## src/hw/rtl/bmhr_pkg.sv

```systemverilog
package bmhr_pkg;

  // width of one chain height
  localparam int unsigned H_W = 63;

  // controller states
  typedef enum logic [1:0] {
    ST_FILL,
    ST_SHIFT,
    ST_MED,
    ST_UPD
  } state_t;

  // commands from controller to datapath
  typedef struct packed {
    logic ins;
    logic close_empty;
    logic shift;
    logic med;
    logic upd;
  } dp_cmd_t;

  // status from datapath to controller
  typedef struct packed {
    logic cnt_zero;
    logic sh_done;
    logic out_free;
  } dp_stat_t;

endpackage

```

## src/hw/rtl/bmhr_ctrl.sv

```systemverilog
module bmhr_ctrl (
  input  logic               clk,
  input  logic               rst_n,
  input  logic               in_valid,
  input  logic               in_last_in_batch,
  input  logic               in_empty_batch,
  output logic               in_stall,
  input  bmhr_pkg::dp_stat_t stat,
  output bmhr_pkg::dp_cmd_t  cmd
);

  bmhr_pkg::state_t state_r;
  bmhr_pkg::state_t state_nxt;
  logic             acc;

  // state register
  always_ff @(posedge clk) begin
    if (!rst_n) begin
      state_r <= bmhr_pkg::ST_FILL;
    end else begin
      state_r <= state_nxt;
    end
  end

  // only the fill state takes beats
  assign in_stall = (state_r != bmhr_pkg::ST_FILL);
  assign acc      = in_valid && (state_r == bmhr_pkg::ST_FILL);

  // next state and commands
  always_comb begin
    state_nxt = state_r;
    cmd       = '0;
    case (state_r)
      bmhr_pkg::ST_FILL: begin
        if (acc) begin
          if (in_empty_batch) begin
            if (stat.cnt_zero) begin
              cmd.close_empty = 1'b1;
            end else begin
              state_nxt = bmhr_pkg::ST_SHIFT;
            end
          end else begin
            cmd.ins = 1'b1;
            if (in_last_in_batch) begin
              state_nxt = bmhr_pkg::ST_SHIFT;
            end
          end
        end
      end
      bmhr_pkg::ST_SHIFT: begin
        if (stat.sh_done) begin
          state_nxt = bmhr_pkg::ST_MED;
        end else begin
          cmd.shift = 1'b1;
        end
      end
      bmhr_pkg::ST_MED: begin
        cmd.med   = 1'b1;
        state_nxt = bmhr_pkg::ST_UPD;
      end
      bmhr_pkg::ST_UPD: begin
        if (stat.out_free) begin
          cmd.upd   = 1'b1;
          state_nxt = bmhr_pkg::ST_FILL;
        end
      end
      default: begin
        state_nxt = bmhr_pkg::ST_FILL;
      end
    endcase
  end

  // no beat is taken outside the fill state
  a_no_acc_busy: assert property (@(posedge clk) disable iff (!rst_n)
    (cmd.ins || cmd.close_empty) |-> (state_r == bmhr_pkg::ST_FILL))
    else $error("beat taken while busy");
  // the median step always leads on to the update step
  a_med_then_upd: assert property (@(posedge clk) disable iff (!rst_n)
    cmd.med |=> (state_r == bmhr_pkg::ST_UPD))
    else $error("median not followed by update");
  // shifting stops once the middle is reached
  a_shift_stop: assert property (@(posedge clk) disable iff (!rst_n)
    cmd.shift |-> !stat.sh_done)
    else $error("shift past middle");

endmodule

```

## src/hw/rtl/bmhr_dp.sv

```systemverilog
module bmhr_dp #(
  parameter int unsigned MAX_NODES = 16
) (
  input  logic                       clk,
  input  logic                       rst_n,
  input  logic [bmhr_pkg::H_W-1:0]   in_height,
  input  bmhr_pkg::dp_cmd_t          cmd,
  output bmhr_pkg::dp_stat_t         stat,
  output logic                       out_valid,
  input  logic                       out_stall,
  output logic [bmhr_pkg::H_W-1:0]   out_median_height,
  output logic [bmhr_pkg::H_W-1:0]   out_network_height,
  output logic                       out_raised,
  output logic                       out_overflowed
);

  localparam int unsigned CW = $clog2(MAX_NODES + 1);
  localparam int unsigned HW = bmhr_pkg::H_W;

  logic [HW-1:0]    e_r [MAX_NODES];
  logic [MAX_NODES-1:0] gt;
  logic [CW-1:0]    cnt_r;
  logic [CW-1:0]    sh_r;
  logic             drop_r;
  logic             room;
  logic [CW-1:0]    cnt_m1;
  logic [HW-1:0]    mid_hi;
  logic [HW:0]      mid_sum;
  logic [HW-1:0]    med_r;
  logic [HW-1:0]    net_r;
  logic             raise;
  logic             out_valid_r;
  logic [HW-1:0]    out_med_r;
  logic [HW-1:0]    out_net_r;
  logic             out_raised_r;
  logic             out_ovf_r;

  assign room   = (cnt_r != CW'(MAX_NODES));
  assign cnt_m1 = cnt_r - CW'(1);

  // sorted insertion chain, one cell per entry
  for (genvar i = 0; i < MAX_NODES; i++) begin : g_cell
    localparam logic [CW-1:0] IDX = CW'(i);
    logic          lt;
    logic [HW-1:0] src;
    logic [HW-1:0] up;

    assign lt    = (IDX < cnt_r);
    assign gt[i] = lt && (e_r[i] > in_height);

    if (i == 0) begin : g_first
      assign src = in_height;
    end else begin : g_rest
      assign src = gt[i-1] ? e_r[i-1] : in_height;
    end

    if (i == MAX_NODES - 1) begin : g_top
      assign up = e_r[i];
    end else begin : g_mid
      assign up = e_r[i+1];
    end

    always_ff @(posedge clk) begin
      if (cmd.ins && room) begin
        if (!(lt && !gt[i]) && (IDX <= cnt_r)) begin
          e_r[i] <= src;
        end
      end else if (cmd.shift) begin
        e_r[i] <= up;
      end
    end
  end

  // upper middle entry sits next to the bottom after shifting
  if (MAX_NODES > 1) begin : g_hi
    assign mid_hi = e_r[1];
  end else begin : g_lo
    assign mid_hi = e_r[0];
  end

  assign mid_sum = {1'b0, e_r[0]} + {1'b0, mid_hi};

  // count, drop flag and shift counter
  always_ff @(posedge clk) begin
    if (!rst_n) begin
      cnt_r  <= '0;
      drop_r <= 1'b0;
      sh_r   <= '0;
    end else begin
      if (cmd.ins) begin
        if (room) begin
          cnt_r <= cnt_r + CW'(1);
        end else begin
          drop_r <= 1'b1;
        end
      end
      if (cmd.shift) begin
        sh_r <= sh_r + CW'(1);
      end
      if (cmd.close_empty || cmd.upd) begin
        cnt_r  <= '0;
        drop_r <= 1'b0;
        sh_r   <= '0;
      end
    end
  end

  // median: the bottom entry for an odd count, else the mean of the two bottom entries
  always_ff @(posedge clk) begin
    if (cmd.med) begin
      med_r <= cnt_r[0] ? e_r[0] : mid_sum[HW:1];
    end
  end

  assign raise = (med_r > net_r);

  // network height ratchet
  always_ff @(posedge clk) begin
    if (!rst_n) begin
      net_r <= '0;
    end else if (cmd.upd && raise) begin
      net_r <= med_r;
    end
  end

  // output register
  always_ff @(posedge clk) begin
    if (!rst_n) begin
      out_valid_r <= 1'b0;
    end else if (cmd.upd) begin
      out_valid_r <= 1'b1;
    end else if (!out_stall) begin
      out_valid_r <= 1'b0;
    end
  end

  always_ff @(posedge clk) begin
    if (cmd.upd) begin
      out_med_r    <= med_r;
      out_net_r    <= raise ? med_r : net_r;
      out_raised_r <= raise;
      out_ovf_r    <= drop_r;
    end
  end

  assign stat.cnt_zero = (cnt_r == '0);
  assign stat.sh_done  = (sh_r == (cnt_m1 >> 1));
  assign stat.out_free = !out_valid_r || !out_stall;

  assign out_valid          = out_valid_r;
  assign out_median_height  = out_med_r;
  assign out_network_height = out_net_r;
  assign out_raised         = out_raised_r;
  assign out_overflowed     = out_ovf_r;

  // store never holds more than its capacity
  a_cnt_bound: assert property (@(posedge clk) disable iff (!rst_n)
    cnt_r <= CW'(MAX_NODES))
    else $error("count above capacity");
  // a result is loaded only into a free output register
  a_upd_free: assert property (@(posedge clk) disable iff (!rst_n)
    cmd.upd |-> stat.out_free)
    else $error("result overwrites pending beat");
  // network height never falls
  a_ratchet: assert property (@(posedge clk) disable iff (!rst_n)
    1'b1 |=> net_r >= $past(net_r))
    else $error("network height fell");
  // batch state is clear after a result
  a_clear: assert property (@(posedge clk) disable iff (!rst_n)
    cmd.upd |=> (cnt_r == '0) && !drop_r)
    else $error("batch state not cleared");

endmodule

```

## src/hw/rtl/batch_median_height_ratchet.sv

```systemverilog
// Batch median height ratchet. Chain heights arrive one beat at a time and are
// inserted into a sorted register chain. When a batch closes (last_in_batch,
// or empty_batch after heights), the chain is shifted toward entry zero until
// the middle height (the lower one for an even count) sits there; the shift
// state then sees the shift count reached, the median state forms the median
// and the update state updates the network height and loads the output
// register. No new beat is taken until then, and the update also waits for a
// still pending result. Heights beyond MAX_NODES in one batch are dropped and
// reported through out_overflowed. An empty batch with no heights gives no
// result.
module batch_median_height_ratchet #(
  parameter int unsigned MAX_NODES = 16
) (
  input  logic                     clk,
  input  logic                     rst_n,
  input  logic                     in_valid,
  output logic                     in_stall,
  input  logic [bmhr_pkg::H_W-1:0] in_height,
  input  logic                     in_last_in_batch,
  input  logic                     in_empty_batch,
  output logic                     out_valid,
  input  logic                     out_stall,
  output logic [bmhr_pkg::H_W-1:0] out_median_height,
  output logic [bmhr_pkg::H_W-1:0] out_network_height,
  output logic                     out_raised,
  output logic                     out_overflowed
);

  bmhr_pkg::dp_cmd_t  cmd;
  bmhr_pkg::dp_stat_t stat;

  // sequencing of insert, shift, median and update
  bmhr_ctrl u_ctrl (
    .clk              (clk),
    .rst_n            (rst_n),
    .in_valid         (in_valid),
    .in_last_in_batch (in_last_in_batch),
    .in_empty_batch   (in_empty_batch),
    .in_stall         (in_stall),
    .stat             (stat),
    .cmd              (cmd)
  );

  // sorted chain, median and network height
  bmhr_dp #(
    .MAX_NODES (MAX_NODES)
  ) u_dp (
    .clk                (clk),
    .rst_n              (rst_n),
    .in_height          (in_height),
    .cmd                (cmd),
    .stat               (stat),
    .out_valid          (out_valid),
    .out_stall          (out_stall),
    .out_median_height  (out_median_height),
    .out_network_height (out_network_height),
    .out_raised         (out_raised),
    .out_overflowed     (out_overflowed)
  );

endmodule

```

## config.mk

```make
export PLATFORM = sky130hd
export DESIGN_NAME = batch_median_height_ratchet
export DESIGN_NICKNAME = d
export VERILOG_FILES = /design/src/hw/rtl/bmhr_pkg.sv /design/src/hw/rtl/bmhr_ctrl.sv /design/src/hw/rtl/bmhr_dp.sv /design/src/hw/rtl/batch_median_height_ratchet.sv
export SDC_FILE = /design/constraint.sdc
export NUM_CORES = 2
export LEC_CHECK = 0
export ABC_AREA = 1
export CAP_MARGIN = 15
export CORE_ASPECT_RATIO = 0.75
export CORE_MARGIN = 2
export CORE_UTILIZATION = 30
export CTS_BUF_LIST = sky130_fd_sc_hd__clkbuf_2 sky130_fd_sc_hd__clkbuf_4 sky130_fd_sc_hd__clkbuf_8
export DETAILED_ROUTE_END_ITERATION = 10
export DONT_BUFFER_PORTS = 1
export PLACE_DENSITY = 0.51
export SETUP_SLACK_MARGIN = 0.1
export SKIP_LAST_GASP = 1
export SLEW_MARGIN = 20
export SYNTH_ARGS = -nofsm -noshare
export SYNTH_HDL_FRONTEND = slang
export SYNTH_SLANG_ARGS = --single-unit
```

## constraint.sdc

```tcl
create_clock -name clk -period 14 [get_ports clk]
set_clock_uncertainty 0.1 [all_clocks]
set_input_delay 2.1 -clock clk [delete_from_list [all_inputs] [get_ports clk]]
set_output_delay 2.1 -clock clk [all_outputs]
set_load 0.005 [all_outputs]
```

==> reports/summary.txt <==
SETUP PATH
--------------------------------------------------------------------------------
Number of cells on the worst reg-to-reg path ......................           13
Critical path class ...............................................    in -> reg
Critical path launch point ........................................ in_height[62]
Element type at the critical path end .............................     register
Crit-path max FO ..................................................           64
Endpoint of the worst-slack reg-to-reg timing path ................ u_dp.e_r[1][367]$_DFFE_PP_
Endpoint required time on the critical path .......................     14.48 ns
Setup slack of the worst register-to-register path ................      8.39 ns
Element type at the critical path start ...........................   input port
Worst reg2reg startpoint .......................................... u_dp.cnt_r[1]$_SDFFE_PP0P_
Arrival time of the worst setup path ..............................      7.07 ns

FINAL LAYOUT
--------------------------------------------------------------------------------
Number of fill cells in the layout ................................        35448
NumNets Final .....................................................        14598
Synth-to-layout area growth .......................................        8.98%
Share of the core filled with cells ...............................        32.9%
Post-layout instance area .........................................   108000 um2
Final Non-Filler Cells ............................................        17893
Area of combinational cells with multiple inputs ..................    52200 um2
Fraction of layout instances using a drive strength above 1 .......        4.73%
Sequential cell area ..............................................    37500 um2

CLOCK NETWORK
--------------------------------------------------------------------------------
Max Root-Sink Buffers .............................................            4
Number of clock sinks .............................................         1276
Htree depth .......................................................            4
Post-CTS sizing ...................................................            0
Num CTS Buffers ...................................................          232
Insertion delay of the later-clocked pin in the worst-skew pair ...      1.11 ns
Clock tree from TritonCTS .........................................        built
Buffer cell driving the clock tree root ........................... sky130_fd_sc_hd__clkbuf_8
Number of hold buffers added after cts ............................            0
Clock transition at the registers of the reported paths ...........      0.07 ns
Number of setup buffers added after CTS ...........................            0

STA
--------------------------------------------------------------------------------
Final setup slack of the worst path ...............................      7.40 ns
Setup repair after global routing missed its margin ...............        false
Max Clock Freq ....................................................      152 MHz
Number of hold-slack violations in the final timing report ........            0
Hold_ws ...........................................................     0.379 ns
Number of failing setup endpoints in the final timing report ......            0
Post-route fraction of the period consumed by the critical path ...        47.1%
Normalized max-slew margin ........................................        27.0%
Number of pins exceeding their max-slew limit in the final report .            0
Slew at the pin closest to its max-slew limit .....................      1.09 ns
Post-layout minimum cycle time ....................................      6.60 ns
Total negative slack for setup checks .............................         0 ns

GLOBAL ROUTING
--------------------------------------------------------------------------------
Global-route wire length before repair ............................       506 mm
GRT Overall Usage .................................................        19.2%
Pin count of the biggest net entering global routing ..............          195
Number of antenna violations at the first check in global routing .           11
Number of global-route vias before repair .........................        80870
Total gr overflow .................................................            0

WORST HOLD PATH
--------------------------------------------------------------------------------
Worst hold-check path type ........................................   reg -> reg
Cell depth of the worst min-delay path ............................            0
Worst Hold Launch ................................................. u_dp.med_r[0]$_DFFE_PP_
Sink of the worst hold path ....................................... u_dp.out_median_height[0]$_DFFE_PP_

ROUTE
--------------------------------------------------------------------------------
Detailed Route WL .................................................       331 mm
Average routed wire per standard cell .............................      18.5 um
Post-route antenna net violation count ............................            0
Iteration-0 DRC count of the detailed router ......................         7726
First-pass iteration count of the detailed router .................            6
Detail-routed via count per cell ..................................         4.79
Total via count after detailed routing ............................        85758
Remaining routing DRC violations ..................................            0

PLACE
--------------------------------------------------------------------------------
Final weighted congestion in routability-driven placement .........        0.930
Area after detailed placement .....................................   103000 um2
Post-DP HPWL ......................................................       253 mm
Total of buffers placed on input and output ports .................            0
DP Worst Slack ....................................................      6.42 ns
Number of placed instances, taps included .........................        17476

POWER AND IR DROP
--------------------------------------------------------------------------------
Comb power frac ...................................................        42.0%
Seq pwr share .....................................................        37.3%
Power per cell area ...............................................   165 nW/um2
Cell internal pwr .................................................      9.73 mW
Leakage power .....................................................      52.4 nW
Clk network pwr share .............................................        20.7%
Final total power .................................................      17.8 mW
Switching power ...................................................      8.02 mW
Worst VDD drop ....................................................     0.135 mV
Sw frac ...........................................................        45.2%

SYNTH
--------------------------------------------------------------------------------
Post-synthesis average cell area ..................................     7.29 um2
Instance count of the mapped netlist ..............................        13570
Post-synth design cell area .......................................    98900 um2
Yosys synthesis warning count .....................................            0
Net Count, Synth ..................................................        14782
Number of flip-flops and latches in the synthesized netlist .......         1276
Count of cell types in the netlist ................................           46
Share of synthesized area occupied by flip-flops and latches ......        38.0%

JOB
--------------------------------------------------------------------------------
Max-capacitance violation count ...................................            0

DIE
--------------------------------------------------------------------------------
Area of the core region ...........................................   328000 um2
Area of the die ...................................................   334000 um2
Die Height ........................................................       501 um
IO Pins ...........................................................          199
Initial core utilization ..........................................        30.2%
Total number of placement rows ....................................          182
Die width .........................................................       667 um

STATUS
--------------------------------------------------------------------------------
Run status ........................................................ finished, final reports clean

==> layer usage <==
layer	track usage, %	wire, um	vias to the layer above	share of wire (%)
met5	0	0	-	0
met4	4.27	7140	0	2.2
met3	2.73	22700	374	6.8
met2	26.6	127000	2574	38
met1	30.7	175000	38731	53
li1	-	-	44079	-
==> final cells by class <==
cell class	instances	area share (%)
multi-input combinational	9920	48.5
sequential	1276	34.8
inverter	1763	6.15
tap	4324	5.02
clock buffer	301	3.46
timing repair buffer	193	1.39
clock inverter	113	0.660
antenna	3	0.00697
==> cell usage after synthesis, drive strengths merged <==
cell,instances,area (um2)
a211oi,1,7.51
a21o,60,450
a21oi,512,2560
a31oi,1,6.26
and2,7,43.8
and3,3,18.8
buf,205,1240
clkbuf,406,1520
dfxtp,77,1540
edfxtp,1199,36000
fa,1,20.0
ha,1142,14300
inv,1763,6620
nand2,4976,18700
nand2b,1,6.26
nand3,2014,10100
nand3b,36,270
nand4,166,1040
nor2,590,2240
nor3,68,345
nor3b,3,22.5
nor4,5,31.3
nor4b,1,8.76
o211ai,1,7.51
o21a,6,45.0
o21ai,291,1460
o21bai,1,7.51
o22ai,3,18.8
o31ai,1,7.51
or2,11,68.8
xnor2,16,140
xor2,3,26.3
==> state kept, by name (all words and copies together), names as in the netlist <==
register,cells
u_dp.e_r,1008
u_dp.med_r,63
u_dp.net_r,63
u_dp.out_median_height,63
u_dp.out_network_height,63
u_dp.cnt_r,5
u_dp.sh_r,5
u_ctrl.state_r,2
u_dp.drop_r,1
u_dp.out_overflowed,1
u_dp.out_raised,1
u_dp.out_valid,1
==> power by group through the flow <==
stage	Clock (mW)	Combinational [mW]	Sequential (mW)
2_1_floorplan	0	5.30	6.26
3_3_place_gp	0	7.38	6.67
5_1_grt	3.93	8.49	6.71
6_report	3.68	7.46	6.62
3_5_place_dp	0	7.43	6.67
4_1_cts	3.78	7.45	6.59
==> cells in the final DEF, fill, tap and decap left out, types with 66 or more instances in the layout <==
cell type                  count
sky130_fd_sc_hd__a21oi_1     511
sky130_fd_sc_hd__buf_4       189
sky130_fd_sc_hd__clkbuf_4     66
sky130_fd_sc_hd__clkbuf_8    235
sky130_fd_sc_hd__clkinv_1     66
sky130_fd_sc_hd__dfxtp_1      76
sky130_fd_sc_hd__edfxtp_1   1199
sky130_fd_sc_hd__ha_1       1141
sky130_fd_sc_hd__inv_1      1752
sky130_fd_sc_hd__nand2_1    4926
sky130_fd_sc_hd__nand3_1    2010
sky130_fd_sc_hd__nand4_1     166
sky130_fd_sc_hd__nor2_1      571
sky130_fd_sc_hd__nor3_1       67
sky130_fd_sc_hd__o21ai_0     287
==> critical path: stages <==
cell,delay (ns)
sky130_fd_sc_hd__inv_1,0.28
sky130_fd_sc_hd__buf_4,0.43
sky130_fd_sc_hd__ha_1,0.25
sky130_fd_sc_hd__nand4_1,0.25
sky130_fd_sc_hd__nor2_1,0.20
sky130_fd_sc_hd__nor3b_1,0.48
sky130_fd_sc_hd__and2_1,0.20
sky130_fd_sc_hd__nand2_1,0.06
sky130_fd_sc_hd__nand2_2,0.06
sky130_fd_sc_hd__buf_4,0.52
sky130_fd_sc_hd__nand2_2,0.42
sky130_fd_sc_hd__buf_4,0.40
sky130_fd_sc_hd__nand2_1,0.12
sky130_fd_sc_hd__nand2_1,0.07
sky130_fd_sc_hd__nand2_2,0.30
sky130_fd_sc_hd__buf_4,0.73
==> logic make-up after synthesis <==
group                    Yosys count  share of synthesized area [%]
adder cells (fa/ha/maj)         1143                           14.5
buffers and inverters           2374                           9.49
AO/OA/AOI/OAI                    877                           4.63
AND/OR/NAND/NOR                 7881                           33.3
flip-flops                      1276                           38.0
XOR/XNOR                          19                          0.168
==> worst max path at each step <==
stage | to | cells after the start
CTS | u_dp.e_r[0][109]$_DFFE_PP_ | 16
finish | u_dp.e_r[0][111]$_DFFE_PP_ | 16
detailed placement | u_dp.e_r[0][113]$_DFFE_PP_ | 16
global route | u_dp.e_r[0][111]$_DFFE_PP_ | 16
global placement | u_dp.e_r[0][113]$_DFFE_PP_ | 16
floorplan | u_dp.e_r[1][441]$_DFFE_PP_ | 13
Note: power is estimated with default switching activity, not from simulation.
